**src/rtl/core/blr_pkg.sv**
```systemverilog
// ----------------------------------------------------------------------------
// Bresenham line rasterizer package
// Opcodes, register indexes, reset values and fixed field widths.
// ----------------------------------------------------------------------------
package blr_pkg;

   typedef enum logic {
      OP_LOAD = 1'b0,
      OP_STEP = 1'b1
   } opcode_type;

   localparam int PITCH_BITS     = 16;
   localparam int BASE_BITS      = 24;
   localparam int COLOR_BITS     = 32;
   localparam int CSR_INDEX_BITS = 4;
   localparam int CSR_DATA_BITS  = 24;

   localparam logic [CSR_INDEX_BITS-1:0] CSR_ROW_PITCH  = 4'd0;
   localparam logic [CSR_INDEX_BITS-1:0] CSR_FRAME_BASE = 4'd1;

   localparam logic [PITCH_BITS-1:0] ROW_PITCH_RESET  = 16'd1024;
   localparam logic [BASE_BITS-1:0]  FRAME_BASE_RESET = 24'd0;

endpackage

```
**src/rtl/core/blr_if.sv**
```systemverilog


interface blr_rsp_if import blr_pkg::*; #(
   parameter int COORD_BITS = 12,
   parameter int ADDR_BITS  = 24
);
   logic                  valid;
   logic                  ready;
   logic [COORD_BITS-1:0] pixel_x;
   logic [COORD_BITS-1:0] pixel_y;
   logic [ADDR_BITS-1:0]  pixel_addr;
   logic [COLOR_BITS-1:0] pixel_color;
   logic                  last_pixel;

   modport source (output valid, pixel_x, pixel_y, pixel_addr, pixel_color, last_pixel,
                   input ready);
   modport sink   (input valid, pixel_x, pixel_y, pixel_addr, pixel_color, last_pixel,
                   output ready);
endinterface


```
**src/rtl/core/blr_addr_gen.sv**
```systemverilog
// ----------------------------------------------------------------------------
// Bresenham line address generator
// Adds frame base, row product and x, and holds the pixel write beat.
// ----------------------------------------------------------------------------
module blr_addr_gen import blr_pkg::*; #(
   parameter int COORD_BITS = 12,
   parameter int ADDR_BITS  = 24
) (
   input  logic                             clock,
   input  logic                             reset,
   input  logic [BASE_BITS-1:0]             frame_base,
   input  logic                             pix_valid,
   input  logic [COORD_BITS-1:0]            pix_x,
   input  logic [COORD_BITS-1:0]            pix_y,
   input  logic [COORD_BITS+PITCH_BITS-1:0] pix_prod,
   input  logic [COLOR_BITS-1:0]            pix_color,
   input  logic                             pix_last,
   output logic                             up_ready,
   blr_rsp_if.source                        rsp_bus
);

   localparam int PROD_W = COORD_BITS + PITCH_BITS;
   localparam int MAX_AP = (ADDR_BITS > PROD_W) ? ADDR_BITS : PROD_W;
   localparam int SUM_W  = ((MAX_AP > BASE_BITS) ? MAX_AP : BASE_BITS) + 2;

   logic                  valid_ff, valid_in;
   logic [COORD_BITS-1:0] x_ff, x_in;
   logic [COORD_BITS-1:0] y_ff, y_in;
   logic [ADDR_BITS-1:0]  addr_ff, addr_in;
   logic [COLOR_BITS-1:0] color_ff, color_in;
   logic                  last_ff, last_in;
   logic [SUM_W-1:0]      sum;

   assign up_ready = !valid_ff || rsp_bus.ready;
   assign sum      = SUM_W'(frame_base) + SUM_W'(pix_prod) + SUM_W'(pix_x);

   always_comb begin
      valid_in = valid_ff;
      x_in     = x_ff;
      y_in     = y_ff;
      addr_in  = addr_ff;
      color_in = color_ff;
      last_in  = last_ff;
      if (up_ready) begin
         valid_in = pix_valid;
         x_in     = pix_x;
         y_in     = pix_y;
         addr_in  = sum[ADDR_BITS-1:0];
         color_in = pix_color;
         last_in  = pix_last;
      end
   end

   always_ff @(posedge clock) begin
      if (reset) begin
         valid_ff <= 1'b0;
      end else begin
         valid_ff <= valid_in;
      end
      x_ff     <= x_in;
      y_ff     <= y_in;
      addr_ff  <= addr_in;
      color_ff <= color_in;
      last_ff  <= last_in;
   end

   assign rsp_bus.valid       = valid_ff;
   assign rsp_bus.pixel_x     = x_ff;
   assign rsp_bus.pixel_y     = y_ff;
   assign rsp_bus.pixel_addr  = addr_ff;
   assign rsp_bus.pixel_color = color_ff;
   assign rsp_bus.last_pixel  = last_ff;

   a_take_pixel: assert property (@(posedge clock) disable iff (reset)
      pix_valid && up_ready |=> valid_ff && x_ff == $past(pix_x) && y_ff == $past(pix_y))
      else $error("pixel lost between stages");

   a_no_invent: assert property (@(posedge clock) disable iff (reset)
      !pix_valid && up_ready |=> !valid_ff)
      else $error("pixel write without a source pixel");

endmodule

```
**src/flat_wrapper.sv**
```systemverilog
// flat-port wrapper written by rule: the top's interface ports become plain ports
module blr_addr_gen_flat import blr_pkg::*;
#(
   parameter int COORD_BITS = 12,
   parameter int ADDR_BITS  = 24
)
  (clock, reset, frame_base, pix_valid, pix_x, pix_y, pix_prod, pix_color, pix_last, up_ready, rsp_bus_valid, rsp_bus_pixel_x, rsp_bus_pixel_y, rsp_bus_pixel_addr, rsp_bus_pixel_color, rsp_bus_last_pixel, rsp_bus_ready);
  blr_rsp_if #(.COORD_BITS(COORD_BITS), .ADDR_BITS(ADDR_BITS)) rsp_bus_i ();
  input  logic clock;
  input  logic reset;
  input  logic [BASE_BITS-1:0] frame_base;
  input  logic pix_valid;
  input  logic [COORD_BITS-1:0] pix_x;
  input  logic [COORD_BITS-1:0] pix_y;
  input  logic [COORD_BITS+PITCH_BITS-1:0] pix_prod;
  input  logic [COLOR_BITS-1:0] pix_color;
  input  logic pix_last;
  output logic up_ready;
  output wire logic [$bits(rsp_bus_i.valid)-1:0] rsp_bus_valid;
  output wire logic [$bits(rsp_bus_i.pixel_x)-1:0] rsp_bus_pixel_x;
  output wire logic [$bits(rsp_bus_i.pixel_y)-1:0] rsp_bus_pixel_y;
  output wire logic [$bits(rsp_bus_i.pixel_addr)-1:0] rsp_bus_pixel_addr;
  output wire logic [$bits(rsp_bus_i.pixel_color)-1:0] rsp_bus_pixel_color;
  output wire logic [$bits(rsp_bus_i.last_pixel)-1:0] rsp_bus_last_pixel;
  input wire logic [$bits(rsp_bus_i.ready)-1:0] rsp_bus_ready;
  assign rsp_bus_valid = rsp_bus_i.valid;
  assign rsp_bus_pixel_x = rsp_bus_i.pixel_x;
  assign rsp_bus_pixel_y = rsp_bus_i.pixel_y;
  assign rsp_bus_pixel_addr = rsp_bus_i.pixel_addr;
  assign rsp_bus_pixel_color = rsp_bus_i.pixel_color;
  assign rsp_bus_last_pixel = rsp_bus_i.last_pixel;
  assign rsp_bus_i.ready = rsp_bus_ready;
  blr_addr_gen #(.COORD_BITS(COORD_BITS), .ADDR_BITS(ADDR_BITS)) u_core (.clock(clock), .reset(reset), .frame_base(frame_base), .pix_valid(pix_valid), .pix_x(pix_x), .pix_y(pix_y), .pix_prod(pix_prod), .pix_color(pix_color), .pix_last(pix_last), .up_ready(up_ready), .rsp_bus(rsp_bus_i));
endmodule
```
**config.mk**
```make
export PLATFORM = sky130hd
export DESIGN_NAME = blr_addr_gen_flat
export DESIGN_NICKNAME = d
export VERILOG_FILES = /design/src/rtl/core/blr_pkg.sv /design/src/rtl/core/blr_if.sv /design/src/rtl/core/blr_addr_gen.sv /design/src/flat_wrapper.sv
export SDC_FILE = /design/constraint.sdc
export NUM_CORES = 1
export LEC_CHECK = 0
export BUFFER_PORTS_ARGS = -buffer_cell sky130_fd_sc_hd__buf_2
export CORE_MARGIN = 3
export CORE_UTILIZATION = 50
export CTS_CLUSTER_DIAMETER = 50
export CTS_CLUSTER_SIZE = 14
export DETAILED_ROUTE_END_ITERATION = 10
export PLACE_DENSITY = 0.88
export SYNTH_ARGS = -nofsm -noshare
export SYNTH_HDL_FRONTEND = slang
export SYNTH_SLANG_ARGS = --single-unit
```
**constraint.sdc**
```tcl
create_clock -name clock -period 5 [get_ports clock]
set_input_delay 1 -clock clock [delete_from_list [all_inputs] [get_ports clock]]
set_output_delay 1 -clock clock [all_outputs]
set_load 0.05 [all_outputs]
```
# == Word-level counts from Yosys, hierarchy flattened ==
# Index checks and enable logic that the tools add are counted.
# word_totals
ff_bits,82
output_inout_bits,83
elab_cells,10
# classes
add_sub_neg,2
n_reduce_logical,2
# op_table
operator,count
24-bit by 12-bit adder with 24-bit output,1
24-bit adder,1
1-bit zero test,1
1-bit logical OR,1

# == Depth between registers and ports, before layout ==
# depth
depth_word,2
depth_mapped,12

# == Least setup slack after synthesis ==
# No wires, ideal clock.
# synth_timing
path_type,input-to-output
start,in rsp_bus_ready
end,out up_ready
arrival_ps,3341
t_required_ps,4000
setup_slack_ps,659
stages,1
n_path_buf,0
path_cell_list,nand2b_1
# synth_via
elab_chain_len,1
# synth_rtl
item,line_no,source
start: declaration,flat_wrapper.sv:25,input wire logic [$bits(rsp_bus_i.ready)-1:0] rsp_bus_ready;
1-bit logical OR,blr_addr_gen.sv:34,assign up_ready = !valid_ff || rsp_bus.ready;
end: declaration,flat_wrapper.sv:18,output logic up_ready;
# Every way passes these cells.

# == Worst setup path in the final report ==
# layout_timing
start,in frame_base[1]
end,"reg u_core.addr_ff[21], in the netlist u_core.rsp_bus.pixel_addr[21] (data pin)"
# layout_via
elab_chain_len,2
# layout_rtl
item,line_no,source
start: declaration,flat_wrapper.sv:11,input logic [BASE_BITS-1:0] frame_base;
24-bit adder,blr_addr_gen.sv:35,assign sum = SUM_W'(frame_base) + SUM_W'(pix_prod) + SUM_W'(pix_x);
24-bit by 12-bit adder with 24-bit output,blr_addr_gen.sv:35,
via u_core.sum[21],blr_addr_gen.sv:32,logic [SUM_W-1:0] sum;
end signal: assignment,blr_addr_gen.sv:62,addr_ff <= addr_in;
end: declaration,blr_addr_gen.sv:29,"logic [ADDR_BITS-1:0] addr_ff, addr_in;"
# The timed path passes the listed nets, and every way through them passes these cells.
# A chain may end at the register's enable or synchronous reset.

==> metrics.txt <==
status=finished clean; Routed Antenna Nets=0; post-CTS resize count=0; Cell Int Power=0.00131 W; DR WL/cell=between 15 and 20 um; CP Capture Type=flop; Seq cells post-synth=between 80 and 90; commonest non-fill, non-tap cell in the layout=buf_2; gpl congestion=between 0.8 and 0.9; FP Rows=32; dpl hpwl=a little over 8000 um; fmax=between 200 and 300 MHz; Remaining Overflow, GRT=0; commonest non-fill, non-tap cells in the layout=buf_2 (191), edfxtp_1 (81), ha_1 (33), a21oi_1 (19); vias per inst=between 5 and 6; minimum clock period=3.73 ns; final non-filler cell total=just under 600; WHS=between 0.8 and 0.9 ns; Rel. slew slack=about half; crit path launch=frame_base[1]; syn_area_per_cell=around 15 um^2; Peak VDD IR=about 150 uV; final hold violations=0; first-pass GRT wire length=around 16000 um; Seq pwr share=around two fifths; # DRC=0; CP Class=in -> reg; maxcap violations=0; H-tree lvl count=3; unique cell type count in the Yosys netlist=43; Initial Util=about 52%; Global Route Usage Sum=between 20 and 25%; buffer count from post-CTS setup fixing=0; leakage=between 2 and 2.5 nW; CTS tree=yes; Clk pwr share=20.2%; Std-Cell Core Area=7850 um^2; post-synth top area share=between 50% and 60%; worst r2r src=u_core.rsp_bus.valid; Worst Hold Class=reg -> reg; clk sinks=82; reg2reg path depth=2; Skew-Pair Late Insertion Delay=0.35 ns; Num CTS Buffers=9; I/O Buffers=191; sequential cell area fraction in the yosys report=between 50% and 60%; cell taking the most area after synthesis=edfxtp_1; Worst Setup EP=u_core.rsp_bus.pixel_addr[21]; Post-Synthesis Cell Area=roughly 4100 um^2; CP max FO=4; worst r2r dst=u_core.rsp_bus.pixel_color[2]; number of global-route vias before repair=just over 3000; synth warn=0; Worst EP arrival=3.82 ns; die area=around 9300 um^2; worst slew pin tran=~0.74 ns; Reg clk slew, reported paths=approximately 0.10 ns; Slew Viols, Final=0; Worst Hold Depth=1; layout cell share with drive strength beyond 1=45.7%; CTS Hold Buffers Added=0; PD cells=413 nW/um^2; DR pass1 iterations=4; Worst R2R Setup Slack=3.31 ns; CTS root buffer=clkbuf_8; DIE WIDTH=roughly 97 um; Cells after DPL=567; gate count after technology mapping=280; Initial DRC Count=between 150 and 200; Diodes inserted=0; top post-synthesis cells by area=edfxtp_1 (59%), ha_1 (10%), fa_1 (6.3%), xnor2_1 (2.3%), a21oi_1 (2.3%); Logic pwr share=slightly below 40%; initial antenna violation count=0; period utilization=between 70% and 80%; required time worst endpoint=~5 ns; Net count, final=roughly 640; Setup violations, final=0; IO Count=roughly 200; Die Y=between 90 and 100 um; Post-Route Setup TNS=0 ns; synthesized net count=439; unrepaired setup endpoints after global routing=false; area delta synth->final=29.8%; pin count of the biggest net entering global routing=between 60 and 70; Switch Pwr=0.000899 W; via count=approximately 3000; Clock Path Buffers=2; Net Sw Frac=40.8%; wirelength, routed=10200 um; crit start category=input pin; Worst Skew=between 0.01 and 0.015 ns; Hold Path Origin=u_core.rsp_bus.valid
cell type report:
type,count,area (um^2)
inverters,11,41.3
repair buffers,192,963
flip-flops and latches,82,2450
clock buffers,9,124
multi-input cells,180,1570
well taps,102,128
clock inverters,7,61.3
fillers,605,2510
worst max-delay path: stages:
cell      delay (ns)
buf_2           0.11
fa_1            0.53
ha_1            0.18
inv_1           0.06
fa_1            0.40
or2b_2          0.32
a21oi_1         0.36
o211ai_2        0.20
a21oi_1         0.30
mux2i_1         0.23
o221ai_1        0.13
sequential cells by signal, indices dropped and copies added (netlist names):
register,flops
u_core.rsp_bus.last_pixel,1
u_core.rsp_bus.pixel_y,12
u_core.rsp_bus.pixel_addr,24
u_core.rsp_bus.pixel_x,12
u_core.rsp_bus.pixel_color,32
u_core.rsp_bus.valid,1
metrics by stage:
stage	total power, W	util [%]	worst slack, ns	area (um^2)
4_1_cts	0.00222	68.0	1.28	5340
3_3_place_gp	0.00175	65.7	0.999	5150
3_5_place_dp	0.00177	65.7	0.941	5150
5_1_grt	0.00231	68.0	1.05	5340
2_1_floorplan	0.00156	-	0.659	4110
6_report	0.00220	68.0	1.27	5340
how the worst min path moves through the flow:
stage / to / slack (ns)
after floorplan: u_core.rsp_bus.valid / 1.07
after global placement: u_core.rsp_bus.pixel_y[1] / 0.80
after detailed placement: u_core.rsp_bus.pixel_y[1] / 0.82
after CTS: u_core.rsp_bus.pixel_color[29] / 0.80
after global routing: u_core.rsp_bus.pixel_color[10] / 0.79
final: u_core.rsp_bus.pixel_y[10] / 0.81
cell usage after synthesis:
library cell,instances
xnor2_1,11
o221ai_1,1
nand2_1,7
or2b_2,2
nor3_1,2
buf_6,2
nand2_2,1
o211ai_2,1
a211oi_1,5
nand2b_1,4
buf_4,2
inv_1,11
clkbuf_1,2
clkbuf_8,1
nor2b_1,1
a211oi_2,1
o21a_1,2
and2b_2,1
a31o_2,2
and3_1,2
fa_1,13
nor2_1,13
dfxtp_1,1
and3_2,1
a211o_1,3
mux2i_1,1
o211a_1,1
or2b_1,1
nand3_1,4
edfxtp_1,81
a21o_1,8
xor2_1,10
a311o_1,1
nand3b_1,1
nand4_1,4
o211ai_1,5
a21oi_1,19
a2bb2oi_1,1
and4_1,2
a21o_2,2
a31oi_1,6
o21ai_0,8
ha_1,33
power groups by stage:
stage	Clock [W]	Sequential (W)	Combinational (W)
after floorplan	0	0.00129	0.000272
after global placement	0	0.000917	0.000832
after detailed placement	0	0.000922	0.000851
after CTS	0.000455	0.000907	0.000857
after global routing	0.000489	0.000914	0.000904
final	0.000446	0.000905	0.000853
layer usage:
metal | part of all wire (%) | global-route usage (%)
met5 | 0 | 0
met4 | 2.0 | 7.45
met3 | 8.5 | 6.34
met2 | 53 | 38.6
met1 | 37 | 24.9
kinds of logic after synthesis:
| logic type | after synthesis | share of synthesized area (%) |
|---|---|---|
| DFF | 82 | 59.6 |
| and+or+nand+nor | 46 | 5.99 |
| AOI/OAI and AO/OA | 66 | 10.9 |
| adders and majority gates | 46 | 16.4 |
| buffers and inverters | 18 | 2.43 |
| muxes | 1 | 0.243 |
| xor gates and xnor gates | 21 | 4.47 |
Power figures use the tool's default switching activity.
